**src/rtl/susp_pkg.sv**
```systemverilog
// ----------------------------------------------------------------------------
// susp_pkg: shared types and constants of the size unit string parser
// Parse phase codes, status codes, character codes and the parser state
// record that the step logic and the top level both use.
// ----------------------------------------------------------------------------
`default_nettype none

package susp_pkg;

    localparam int PhaseW = 3;

    // parse phases
    localparam logic [PhaseW-1:0] PH_SKIP = 3'd0;  // expect number or space
    localparam logic [PhaseW-1:0] PH_DIG  = 3'd1;  // inside a number
    localparam logic [PhaseW-1:0] PH_GAP  = 3'd2;  // space after a number
    localparam logic [PhaseW-1:0] PH_P    = 3'd3;  // seen 'p'
    localparam logic [PhaseW-1:0] PH_PA   = 3'd4;  // seen "pa"
    localparam logic [PhaseW-1:0] PH_A    = 3'd5;  // seen 'a'
    localparam logic [PhaseW-1:0] PH_AS   = 3'd6;  // seen "as"

    // status codes
    localparam logic [1:0] ST_OK       = 2'd0;
    localparam logic [1:0] ST_OVERFLOW = 2'd1;
    localparam logic [1:0] ST_DUP      = 2'd2;
    localparam logic [1:0] ST_BAD_UNIT = 2'd3;

    // field selects
    localparam logic [1:0] UNIT_PX  = 2'd0;
    localparam logic [1:0] UNIT_PAD = 2'd1;
    localparam logic [1:0] UNIT_ASC = 2'd2;

    // character codes
    localparam logic [7:0] CH_NUL   = 8'h00;
    localparam logic [7:0] CH_TAB   = 8'h09;
    localparam logic [7:0] CH_CR    = 8'h0d;
    localparam logic [7:0] CH_SPACE = 8'h20;
    localparam logic [7:0] CH_ZERO  = 8'h30;
    localparam logic [7:0] CH_NINE  = 8'h39;
    localparam logic [7:0] CH_A     = 8'h61;
    localparam logic [7:0] CH_C     = 8'h63;
    localparam logic [7:0] CH_D     = 8'h64;
    localparam logic [7:0] CH_P     = 8'h70;
    localparam logic [7:0] CH_S     = 8'h73;
    localparam logic [7:0] CH_X     = 8'h78;

    localparam logic [16:0] U16_MAX = 17'd65535;
    localparam logic [16:0] U8_MAX  = 17'd255;
    localparam logic [16:0] ACC_SAT = 17'd65536;

    typedef struct packed {
        logic [PhaseW-1:0] phase;
        logic [16:0]       acc;
        logic [15:0]       px;
        logic [7:0]        pad;
        logic [7:0]        asc;
        logic [1:0]        err;
        logic              ended;
    } parse_state_t;

    localparam parse_state_t STATE_INIT = '{
        phase: PH_SKIP,
        acc:   17'd0,
        px:    16'd0,
        pad:   8'd0,
        asc:   8'd0,
        err:   ST_OK,
        ended: 1'b0
    };

endpackage

`default_nettype wire

```
**src/rtl/size_unit_string_parser_top.sv**
```systemverilog
// ----------------------------------------------------------------------------
// size_unit_string_parser_top: streaming size string parser
// Parses "<num>[px|pad|asc] ..." one byte per transfer into a pixel size,
// a padding count and an ascent count plus a status code.
//
//  channel | direction | handshake               | payload
//  --------+-----------+-------------------------+----------------------------
//  in      | into      | in_valid / in_stall     | char_byte, last_byte
//  out     | out of    | out_valid / out_stall   | px_size, pad_count,
//          |           |                         | asc_count, status
//
// one byte per cycle while no final byte waits for the result register; the
// byte is held in the input register and its state update is done in the
// cycle it leaves that register, which for a final byte also loads the result
// the parser state returns to its initial value after each final byte
// rst_n clears the input and result valid flags and the parser state
// a stalled result only holds back a final byte; other bytes keep flowing
// ----------------------------------------------------------------------------
`default_nettype none

module size_unit_string_parser_top (
    input  logic        clk,
    input  logic        rst_n,
    input  logic        in_valid,
    output logic        in_stall,
    input  logic [7:0]  char_byte,
    input  logic        last_byte,
    output logic        out_valid,
    input  logic        out_stall,
    output logic [15:0] px_size,
    output logic [7:0]  pad_count,
    output logic [7:0]  asc_count,
    output logic [1:0]  status
);
    import susp_pkg::*;

    logic         in_valid_reg;
    logic         in_valid_next;
    logic [7:0]   char_reg;
    logic         last_reg;
    parse_state_t state_reg;
    parse_state_t state_next;
    logic         out_valid_reg;
    logic         out_valid_next;
    logic [15:0]  px_reg;
    logic [7:0]   pad_reg;
    logic [7:0]   asc_reg;
    logic [1:0]   status_reg;
    logic [15:0]  px_next;
    logic [7:0]   pad_next;
    logic [7:0]   asc_next;
    logic [1:0]   status_next;
    logic         out_free;
    logic         proc_fire;
    logic         in_xfer;

    susp_step u_step (
        .cur       (state_reg),
        .char_byte (char_reg),
        .last_byte (last_reg),
        .nxt       (state_next),
        .px_size   (px_next),
        .pad_count (pad_next),
        .asc_count (asc_next),
        .status    (status_next)
    );

    assign out_free  = !out_valid_reg || !out_stall;
    // only a final byte needs room in the result register
    assign proc_fire = in_valid_reg && (!last_reg || out_free);
    assign in_stall  = in_valid_reg && !proc_fire;
    assign in_xfer   = in_valid && !in_stall;

    always_comb
    begin
        in_valid_next = in_valid_reg;
        if (in_xfer)
            in_valid_next = 1'b1;
        else if (proc_fire)
            in_valid_next = 1'b0;

        out_valid_next = out_valid_reg;
        if (proc_fire && last_reg)
            out_valid_next = 1'b1;
        else if (out_valid_reg && !out_stall)
            out_valid_next = 1'b0;
    end

    always_ff @(posedge clk or negedge rst_n)
    begin
        if (!rst_n)
        begin
            in_valid_reg  <= 1'b0;
            out_valid_reg <= 1'b0;
            state_reg     <= STATE_INIT;
        end
        else
        begin
            in_valid_reg  <= in_valid_next;
            out_valid_reg <= out_valid_next;
            if (proc_fire)
                state_reg <= state_next;
        end
    end

    always_ff @(posedge clk)
    begin
        if (in_xfer)
        begin
            char_reg <= char_byte;
            last_reg <= last_byte;
        end
        if (proc_fire && last_reg)
        begin
            px_reg     <= px_next;
            pad_reg    <= pad_next;
            asc_reg    <= asc_next;
            status_reg <= status_next;
        end
    end

    assign out_valid = out_valid_reg;
    assign px_size   = px_reg;
    assign pad_count = pad_reg;
    assign asc_count = asc_reg;
    assign status    = status_reg;

    // a result only shows up after a final byte was processed
    a_out_from_last: assert property (@(posedge clk) disable iff (!rst_n)
        $rose(out_valid_reg) |-> $past(proc_fire && last_reg))
        else $error("result without a final byte");

    // the parser restarts after every final byte
    a_restart: assert property (@(posedge clk) disable iff (!rst_n)
        (proc_fire && last_reg) |=> (state_reg == STATE_INIT))
        else $error("parser state not cleared after final byte");

    // an error sticks until the string is closed
    a_err_sticky: assert property (@(posedge clk) disable iff (!rst_n)
        (state_reg.err != ST_OK && !(proc_fire && last_reg))
        |=> (state_reg.err == $past(state_reg.err)))
        else $error("error code changed inside a string");

    // the input side only stalls while a final byte waits for the result slot
    a_stall_cause: assert property (@(posedge clk) disable iff (!rst_n)
        in_stall |-> (in_valid_reg && last_reg && out_valid_reg && out_stall))
        else $error("input stalled without a blocked result");

endmodule

`default_nettype wire

```
**src/rtl/susp_step.sv**
```systemverilog
// ----------------------------------------------------------------------------
// susp_step: next-state logic for one string byte
// Takes the current parser state and one byte, gives the state after it and,
// for the final byte, the fields of the result.
// ----------------------------------------------------------------------------
`default_nettype none

module susp_step (
    input  susp_pkg::parse_state_t cur,
    input  logic [7:0]             char_byte,
    input  logic                   last_byte,
    output susp_pkg::parse_state_t nxt,
    output logic [15:0]            px_size,
    output logic [7:0]             pad_count,
    output logic [7:0]             asc_count,
    output logic [1:0]             status
);
    import susp_pkg::*;

    function automatic parse_state_t apply_unit(parse_state_t s, logic [1:0] unit);
        parse_state_t r;
        r = s;
        case (unit)
            UNIT_PX:
            begin
                if (s.acc > U16_MAX)
                    r.err = ST_OVERFLOW;
                else if (s.px != 16'd0)
                    r.err = ST_DUP;
                else
                    r.px = s.acc[15:0];
            end
            UNIT_PAD:
            begin
                if (s.acc > U8_MAX)
                    r.err = ST_OVERFLOW;
                else if (s.pad != 8'd0)
                    r.err = ST_DUP;
                else
                    r.pad = s.acc[7:0];
            end
            default:
            begin
                if (s.acc > U8_MAX)
                    r.err = ST_OVERFLOW;
                else if (s.asc != 8'd0)
                    r.err = ST_DUP;
                else
                    r.asc = s.acc[7:0];
            end
        endcase
        if (r.err == ST_OK)
        begin
            r.acc   = 17'd0;
            r.phase = PH_SKIP;
        end
        return r;
    endfunction

    function automatic parse_state_t unit_start(parse_state_t s, logic [7:0] c);
        parse_state_t r;
        r = s;
        if (c == CH_P)
            r.phase = PH_P;
        else if (c == CH_A)
            r.phase = PH_A;
        else
            r.err = ST_BAD_UNIT;
        return r;
    endfunction

    function automatic parse_state_t finish(parse_state_t s);
        parse_state_t r;
        r = s;
        if (s.phase == PH_DIG || s.phase == PH_GAP)
            r = apply_unit(s, UNIT_PX);
        else if (s.phase != PH_SKIP)
            r.err = ST_BAD_UNIT;
        r.ended = 1'b1;
        return r;
    endfunction

    logic        is_ws;
    logic        is_digit;
    logic [16:0] digit_val;
    logic [19:0] acc_x10;
    parse_state_t s1;
    parse_state_t s2;
    parse_state_t gap_px;

    assign is_ws     = (char_byte == CH_SPACE) ||
                       (char_byte >= CH_TAB && char_byte <= CH_CR);
    assign is_digit  = (char_byte >= CH_ZERO) && (char_byte <= CH_NINE);
    assign digit_val = {9'd0, char_byte - CH_ZERO};
    // acc * 10 + digit as shifts and adds
    assign acc_x10   = {cur.acc, 3'd0} + {2'd0, cur.acc, 1'b0} + {3'd0, digit_val};
    assign gap_px    = apply_unit(cur, UNIT_PX);

    always_comb
    begin
        s1 = cur;
        if (!cur.ended && cur.err == ST_OK)
        begin
            if (char_byte == CH_NUL)
            begin
                s1 = finish(cur);
            end
            else
            begin
                case (cur.phase)
                    PH_SKIP:
                    begin
                        if (is_digit)
                        begin
                            s1.acc   = digit_val;
                            s1.phase = PH_DIG;
                        end
                        else if (!is_ws)
                        begin
                            s1.acc = 17'd0;
                            s1     = unit_start(s1, char_byte);
                        end
                    end
                    PH_DIG:
                    begin
                        if (is_digit)
                            s1.acc = (acc_x10 > {3'd0, U16_MAX}) ? ACC_SAT : acc_x10[16:0];
                        else if (is_ws)
                            s1.phase = PH_GAP;
                        else
                            s1 = unit_start(cur, char_byte);
                    end
                    PH_GAP:
                    begin
                        if (is_digit)
                        begin
                            s1 = gap_px;
                            if (gap_px.err == ST_OK)
                            begin
                                s1.acc   = digit_val;
                                s1.phase = PH_DIG;
                            end
                        end
                        else if (!is_ws)
                        begin
                            s1 = unit_start(cur, char_byte);
                        end
                    end
                    PH_P:
                    begin
                        if (char_byte == CH_X)
                            s1 = apply_unit(cur, UNIT_PX);
                        else if (char_byte == CH_A)
                            s1.phase = PH_PA;
                        else
                            s1.err = ST_BAD_UNIT;
                    end
                    PH_PA:
                    begin
                        if (char_byte == CH_D)
                            s1 = apply_unit(cur, UNIT_PAD);
                        else
                            s1.err = ST_BAD_UNIT;
                    end
                    PH_A:
                    begin
                        if (char_byte == CH_S)
                            s1.phase = PH_AS;
                        else
                            s1.err = ST_BAD_UNIT;
                    end
                    PH_AS:
                    begin
                        if (char_byte == CH_C)
                            s1 = apply_unit(cur, UNIT_ASC);
                        else
                            s1.err = ST_BAD_UNIT;
                    end
                    default:
                    begin
                        s1.err = ST_BAD_UNIT;
                    end
                endcase
            end
        end
    end

    // close the string on the final byte
    always_comb
    begin
        s2 = s1;
        if (!s1.ended && s1.err == ST_OK)
            s2 = finish(s1);
    end

    assign px_size   = s2.px;
    assign pad_count = s2.pad;
    assign asc_count = s2.asc;
    assign status    = s2.err;
    assign nxt       = last_byte ? STATE_INIT : s1;

endmodule

`default_nettype wire
```
**config.mk**
```make
export PLATFORM = sky130hd
export DESIGN_NAME = size_unit_string_parser_top
export DESIGN_NICKNAME = d
export VERILOG_FILES = /design/src/rtl/susp_pkg.sv /design/src/rtl/size_unit_string_parser_top.sv /design/src/rtl/susp_step.sv
export SDC_FILE = /design/constraint.sdc
export NUM_CORES = 1
export LEC_CHECK = 0
export ABC_AREA = 1
export BUFFER_PORTS_ARGS = -buffer_cell sky130_fd_sc_hd__buf_2
export CORE_UTILIZATION = 53
export DETAILED_ROUTE_END_ITERATION = 12
export MAX_ROUTING_LAYER = met4
export PLACE_DENSITY = 0.71
export SLEW_MARGIN = 20
export SYNTH_ARGS = -nofsm -noshare
export SYNTH_HDL_FRONTEND = slang
export SYNTH_SLANG_ARGS = --single-unit
```
**constraint.sdc**
```tcl
create_clock -name clk -period 10.15 [get_ports clk]
set_input_delay 2.03 -clock clk [delete_from_list [all_inputs] [get_ports clk]]
set_output_delay 2.03 -clock clk [all_outputs]
set_load 0.02 [all_outputs]
```
After elaboration in Yosys (flattened, before gate mapping)
Index checks and enable logic that the tools add are counted.

storage, ports and cells
  input port bits = 13
  word-level logic and storage cells = 160
  memory bits (writable) = 0
  bits in latches = 0
  bits in registers = 100
  memories = 0
  memory bits (read-only) = 0

operators by class
  multiplexer cells = 81
  shifts and indexed selects = 0
  $add $sub $neg = 3
  order comparisons = 8
  reduce and logical (&&, ||, !) cells = 38
  $mul = 0
  bitwise gates (word level) = 0
  div/mod/pow operators = 0
  equal/unequal tests = 15

operator list
  kind                    number
  $mux W55                6
  $pmux W49 S6            1
  $mux W52                3
  $mux W20                6
  $mux W35                2
  $mux W16                4
  $mux W2                 31
  $mux W49                1
  $eq A8 B7 Y1 const B    6
  $mux W10                4
  $gt A17 B16 Y1 const B  2
  $mux W17                2
  $mux W32                1
  $mux W8                 4
  $reduce_bool A16 Y1     2
  $mux W3                 9
  $pmux W3 S7             1
  $add A20 B18 Y20        1
  $add A20 B8 Y20         1
  $gt A20 B16 Y1 const B  1
  $gt A17 B8 Y1 const B   1
  $reduce_bool A8 Y1      2
  $logic_not A2 Y1        7
  $pmux W2 S7             1
  other kinds (18)        46

Longest topological paths before layout
Gate-level depths: netlist of run 1.

  depth after elaboration = 20
  mapped depth = 28
  mapped depth without buffers = 28

Cells and area by module
A second synthesis of run 1 with hierarchy kept.

unflattened totals
  cell total of the unflattened synthesis = 1259
  area total of the unflattened synthesis = 8346.8 um2

by module, submodules not included
  module                       instances  cells an instance  area an instance (um2)
  susp_step                    1          966                4772.1
  size_unit_string_parser_top  1          293                3574.7

Least setup slack after synthesis of run 1
No wires, ideal clock.

  path type = input to output
  start point = in out_stall
  end point = out in_stall
  cell stages on the path = 2
  setup slack = 5825 ps
  arrival = 2295 ps
  cells stage by stage = nand4_1 > inv_1

between the ends
  cells in the longest elaborated chain, start to end = 6

RTL lines
  element              line                               text
  start: declaration   size_unit_string_parser_top.sv:29  input logic out_stall,
  $logic_not A1 Y1     size_unit_string_parser_top.sv:68  assign out_free = !out_valid_reg || !out_stall;
  $logic_or A1 B1 Y1   size_unit_string_parser_top.sv:68
  $logic_or A1 B1 Y1   size_unit_string_parser_top.sv:70  assign proc_fire = in_valid_reg && (!last_reg || out_free);
  $logic_and A1 B1 Y1  size_unit_string_parser_top.sv:70
  $logic_not A1 Y1     size_unit_string_parser_top.sv:71  assign in_stall = in_valid_reg && !proc_fire;
  $logic_and A1 B1 Y1  size_unit_string_parser_top.sv:71
  end: declaration     size_unit_string_parser_top.sv:25  output logic in_stall,

Every way passes these cells.

Worst setup path after layout of run 1
  start point = reg state_reg[37] (netlist bit)
  end point = reg px_reg[9], in the netlist px_size[9] (data pin)

between the ends
  cells in the longest elaborated chain, start to end = 16
  elaborated cells on any way between the ends = 66
  those cells by class = add/sub (2); order compare (4); eq/ne (2); mux (49); reduce/logical (9)

RTL lines
  element                                                    line                                text
  start: declaration                                         size_unit_string_parser_top.sv:41   parse_state_t state_reg;
  start signal: assignment                                   size_unit_string_parser_top.sv:102  state_reg <= state_next;
  branches (longest 11 deep; another with $add A20 B18 Y20)  --
  $mux W55 *                                                 susp_step.sv:102                    if (!cur.ended && cur.err == ST_OK)
  $gt A17 B16 Y1 (tied with other cells)                     susp_step.sv:26                     if (s.acc > U16_MAX)
  $mux W16 or $logic_or A1 B1 Y1 (tied branches)             susp_step.sv:26, susp_step.sv:75
  $mux W32                                                   susp_step.sv:75                     if (s.phase == PH_DIG || s.phase == PH_GAP)
  $mux W35 *                                                 susp_step.sv:192                    if (!s1.ended && s1.err == ST_OK)
  named net px_next[9]                                       size_unit_string_parser_top.sv:49   logic [15:0] px_next;
  end signal: assignment                                     size_unit_string_parser_top.sv:115  px_reg <= px_next;
  end: declaration                                           size_unit_string_parser_top.sv:45   logic [15:0] px_reg;

Mark *: on every way through the listed nets, which the timed path passes. The select of a mux whose other input is x is not followed.
A chain may end at the register's enable or synchronous reset.

==> impl_metrics.toml, run 1 <==
[status]
status = "completed"

[setup_path]
crit_type = "reg2reg"
crit_path_start_kind = "flip-flop"
crit_fanout = 14
end_kind = "flip-flop"
cp.arrival_ns = 4.79
required_ns = 10.37

[clocking]
post_cts_buffers = 0
clock_latency_ns = 0.36
root_buffer = "clkbuf_16"
path_clk_slew_ns = 0.08
cts_resized = 0
cts_buffers = 9
cts_tree = "done"
h-tree-depth = 3
clockBufferDepth = 2
clock_sinks = 100
postCtsHoldBufs = 0

[logic_synthesis]
async_reset_ff_share_pct = 57.00
synth_area_um2 = 8038
synthMuxAreaShare_pct = 0
syn_nets = 1228
syn_inst = 1177
synthFlopType = "dfrtp_1"
post_synth_xor_area_fraction_pct = 1.199
syn_avg_cell_area_um2 = 6.829
ys_warn_count = 0
synth_seq_cells = 100
synth_compound_area_share_pct = 14.20
yosys.area_share.adder_pct = 6.476
yosysSeqAreaShare_pct = 33.81
synth_simple_gate_area_share_pct = 35.15
synth_top_family_by_area = "simple AND/OR/NAND/NOR gates"
synth_cell_types = 53
synth-edff-count = 43

[worst_hold_path]
hold_path.class = "reg2reg"

[global_route]
grt_pass1_vias = 7754
grt_usage_pct = 34.13
antenna_found_initial = 0
grt_remaining_overflow = 0
grt_pass1_wl_um = 40340
grt_max_degree = 58

[placed_design]
gp_congestion = 1.021
post-dp-hpwl_um = 18820
placedInstanceArea_um2 = 8421
dp.cells = 1391
port_buffers = 48

[floorplanning]
ios = 49
dieArea_um2 = 15660
rows = 44
start_util_pct = 54.89
die_w_um = 125.2
die_y_um = 125.2
core-area_um2 = 14640

[detailed_routing]
routedWlPerCell_um = 17.84
firstDrtPassIters = 8
vias_per_cell = 5.840
totalWireLength_um = 25090
drc = 0
drt_iter0_markers = 960
vias = 8217
ant_nets = 0

[power_and_ir_drop]
p_seq_share_pct = 34.2
p_sw_w = 0.0006507
pwr-share-comb_pct = 42.2
ir_worst_vdd_mv = 0.1424
power.density_nw_per_um2 = 163.6
leakagePower_nw = 4.687
p_sw_share_pct = 45.69
intPower_w = 0.0007733
clkPwrFrac_pct = 23.6

[cells_and_area]
n_antenna_cell = 0
layout_commonest_cell = "nand2_1"
area_growth_pct = 8.266
num-fill-cells = 1423
design_area_um2 = 8702
final_cell_mix = "nand2_1 (398), inv_1 (141), nor2_1 (101)"
layout-drive-gt1-share_pct = 11.28
largest_reg_flops = 55
layout.cells.non_filler = 1407
layout.nets = 1269

[timing]
timing.final.crit_period_ns = 4.566
fmax_mhz = 219.0
worstMarginPinSlew_ns = 1.004
setup_viol = 0
skew_ns = 0.009566
rsz0062_at_grt = "no"
setup_tns_ns = 0
slew_headroom_pct = 32.67
drv_slew = 0
post-route-period-util_pct = 44.98
hold_viol = 0

[job]
drv_cap = 0
[area by class of cell]
type / count / area [um^2] / area share, %
Multi-Input combinational cell: 895 / 4583 / 52.67
Sequential cell: 100 / 2718 / 31.23
Clock inverter: 7 / 56.30 / 0.6470
Timing Repair Buffer: 54 / 285.3 / 3.278
Inverter: 158 / 604.3 / 6.945
Clock buffer: 9 / 225.2 / 2.588
Tap cell: 184 / 230.2 / 2.646
[Yosys cell counts (4+ instances only)]
master	count	area (um^2)
nand3_1	76	380.4
buf_2	4	20.02
a31oi_1	6	37.54
nand2_1	398	1494
nand4_1	18	112.6
nor2_4	4	45.04
a21oi_1	51	255.2
o21ai_1	8	40.04
xnor2_1	5	43.79
nand2_4	4	45.04
inv_1	141	529.3
nand2_2	16	100.1
o22ai_1	26	162.7
inv_2	10	37.54
fa_1	6	120.1
nor2_1	101	379.1
clkbuf_1	14	52.55
o21ai_0	74	370.4
xor2_1	6	52.55
o211ai_1	4	30.03
edfxtp_1	43	1291
a21oi_2	9	78.83
nor2_2	7	43.79
ha_1	32	400.4
nor3_1	7	35.03
dfrtp_1	57	1426
a211oi_1	6	45.04
a22o_1	4	35.03
[through the flow]
| step | hold slack [ns] | utilization (%) | worst slack, ns | total power, W |
|---|---|---|---|---|
| detailed placement | 0.5015 | 57.50 | 5.646 | 0.001074 |
| global route | 0.5412 | 59.42 | 5.179 | 0.001500 |
| floorplan | 0.4758 | - | 5.825 | 0.0009140 |
| CTS | 0.5188 | 59.42 | 5.642 | 0.001409 |
| global placement | 0.4899 | 57.50 | 5.656 | 0.001073 |
| finish | 0.5234 | 59.42 | 5.584 | 0.001424 |
[per-layer routing]
metal	global-route usage, %	share of wire (%)
met5	-	0
met4	16.07	4.3
met3	5.691	7.9
met2	54.81	46
met1	42.04	42
[path summary, 6_finish.rpt]
| kind | from | to | cells past startpoint | slack, ns |
|---|---|---|---|---|
| setup / recovery | state_reg[37] | px_size[9] | 20 | 5.58 |
| hold / removal | state_reg[4] | state_reg[4] | 2 | 0.52 |
| setup reg to reg | state_reg[37] | px_size[9] | 20 | 5.58 |
| hold reg to reg | state_reg[4] | state_reg[4] | 2 | 0.52 |
| max in group asynchronous | rst_n | state_reg[1] | 2 | 7.80 |
| min in group asynchronous | rst_n | state_reg[15] | 2 | 1.83 |
[cells by family after synthesis]
group                      after synthesis
AOI/OAI and AO/OA                      198
xor gates and xnor gates                11
adders and majority gates               38
buffers and inverters                  182
DFF                                    100
and+or+nand+nor                        648
[worst max-delay path, cell delays in order (launching register included)]
cell and delay (ns):
dfrtp_1 0.51, clkinv_1 0.31, fa_1 0.60, inv_1 0.04, ha_1 0.33, or2_2 0.34, nand3_1 0.09, nand2_1 0.10
nand2_1 0.10, nand2_1 0.06, nand2_1 0.05, nand2_1 0.06, inv_1 0.06, nand2_1 0.05, nor2_1 0.30, nand2_1 0.20
a21oi_1 0.43, inv_1 0.17, nor2_4 0.45, nand2_2 0.08, nand2_1 0.09
[power groups by stage]
stage / sequential [W] / combinational (W) / clock, W
floorplan: 0.000492 / 0.000422 / 0
global placement: 0.000494 / 0.000578 / 0
detailed placement: 0.000494 / 0.000580 / 0
CTS: 0.000486 / 0.000583 / 0.000340
global route: 0.000491 / 0.000654 / 0.000355
finish: 0.000488 / 0.000600 / 0.000336
Note: power is estimated with default switching activity, not from simulation.
==> run 2: changes to the inputs <==
- PLACE_DENSITY: 0.71 -> 0.74
- clock period: 10.15 -> 4.1 ns (I/O delays scaled with it)
==> impl_metrics.toml, run 2 (synthesis gave the netlist of run 1 again) <==
[cells_and_area]
layout_commonest_cell = "nand2_1"
design_area_um2 = 8959
area_growth_pct = 11.46
layout.nets = 1294
num-fill-cells = 1404
fin_util_pct = 61.18
final_cell_mix = "nand2_1 (397), inv_1 (141), nor2_1 (100)"
layout-drive-gt1-share_pct = 13.30
largest_reg_flops = 55

[power_and_ir_drop]
p_total_w = 0.003695
ir_worst_vdd_mv = 0.3828
leakagePower_nw = 4.839
power.density_nw_per_um2 = 412.5

[clocking]
path_clk_slew_ns = 0.08
postCtsHoldBufs = 0
clock_latency_ns = 0.37
clock_sinks = 100
clockBufferDepth = 2
h-tree-depth = 3
cts_tree = "done"
root_buffer = "clkbuf_16"
cts_buffers = 9

[floorplanning]
rows = 44
start_util_pct = 54.89
die_y_um = 125.2
dieArea_um2 = 15660
core-area_um2 = 14640
die_w_um = 125.2
ios = 49

[timing]
fmax_mhz = 264.3
skew_ns = 0.009926
post-route-period-util_pct = 92.28
rsz0062_at_grt = "no"
slew_headroom_pct = 49.74
setup_tns_ns = 0
hold_viol = 0
worstMarginPinSlew_ns = 0.7539
timing.final.crit_period_ns = 3.784
drv_slew = 0
setup_viol = 0

[setup_path]
crit_path_start_kind = "flip-flop"
path_delay_family = "simple AND/OR/NAND/NOR gates"
cp.arrival_ns = 3.92
r2r-start = "char_reg[4]"
cpMaxStageDelayCell = "fa_1"
critPathMaxStageDelay_ns = 0.47
cp_common_cell = "nand2_1"
r2r.worst_path.cells = 24
end_kind = "flip-flop"
cp.buffers_inverters = 6
crit_fanout = 5
critPathLaunch = "char_reg[4]"
path_cells = "inv_1, ha_1, inv_1, fa_1, inv_1, ha_1, or2_2, nand3_1, nand2_1, nand2_1, nand2_1, nand2_1, nand2_1, inv_1, nand2_1, nor2_2, nand2_2, a21oi_1, buf_4, nand2_1, nor2_1, nand2_1, nand2_1, inv_1"
required_ns = 4.23
crit_end = "px_size[2]"
crit_type = "reg2reg"
rrSetupSlack_ns = 0.32
critical_path_depth = 24
rr_endpoint = "px_size[2]"

[detailed_routing]
routedWlPerCell_um = 17.81
firstDrtPassIters = 8
ant_nets = 0
vias = 8283
vias_per_cell = 5.780
totalWireLength_um = 25520
drc = 0
drt_iter0_markers = 961

[global_route]
antenna_found_initial = 0
grt_remaining_overflow = 0
grt_usage_pct = 34.18
grt_pass1_vias = 7688
grt_max_degree = 40
grt_pass1_wl_um = 40120

[placed_design]
post-dp-hpwl_um = 19310
port_buffers = 48
gp_congestion = 1.050
placedInstanceArea_um2 = 8613

[job]
drv_cap = 0

[worst_hold_path]
hold_path.class = "in2async"

[status]
status = "completed"
-- run 2: timing repair --
action,in CTS,in global routing
buffers inserted,0,1
gates resized for setup,0,3
endpoints found under the setup margin,0,13
-- run 2: power by group --
| part | total [W] | switching [W] | internal [W] |
|---|---|---|---|
| Clock | 0.000932 | 0.000440 | 0.000491 |
| Sequential | 0.00119 | 0.0000801 | 0.00111 |
| Combinational | 0.00157 | 0.00114 | 0.000436 |
| Total | 0.00370 | 0.00166 | 0.00204 |
-- run 2: metal layers --
metal  track usage, %  up-vias  share of wire, %
met5                -        -                 0
met4            20.44        0               5.6
met3            6.076      115               7.5
met2            53.24      410                45
met1            41.57     3777                41
li1                 -     3981                 -
-- run 2: stage by stage --
step,instances,setup slack (ns),hold WS [ns]
final,1433,0.3164,0.5082
after global routing,1432,0.03848,0.5551
after CTS,1431,0.2100,0.5208
after detailed placement,1415,0.2602,0.5015
after global placement,1415,0.3603,0.4932
after floorplan,1177,0.5090,0.4758
-- run 2: worst min-delay path by stage --
stage,from,endpoint,slack [ns],depth (start not counted)
finish,rst_n,state_reg[43],0.51,1
global route,state_reg[9],state_reg[9],0.56,2
CTS,state_reg[8],state_reg[8],0.52,2
detailed placement,state_reg[8],state_reg[8],0.50,2
global placement,state_reg[8],state_reg[8],0.49,2
floorplan,state_reg[10],state_reg[10],0.48,2
-- run 2: layout make-up --
class | instances | area (um^2) | area share, %
repair buffers | 79 | 498.0 | 5.559
inverters | 158 | 604.3 | 6.746
diodes | 1 | 2.502 | 0.02793
clock inverters | 7 | 87.58 | 0.9777
flip-flops and latches | 100 | 2718 | 30.34
well taps | 184 | 230.2 | 2.570
clock buffers | 9 | 225.2 | 2.514
multi-input cells | 895 | 4593 | 51.27
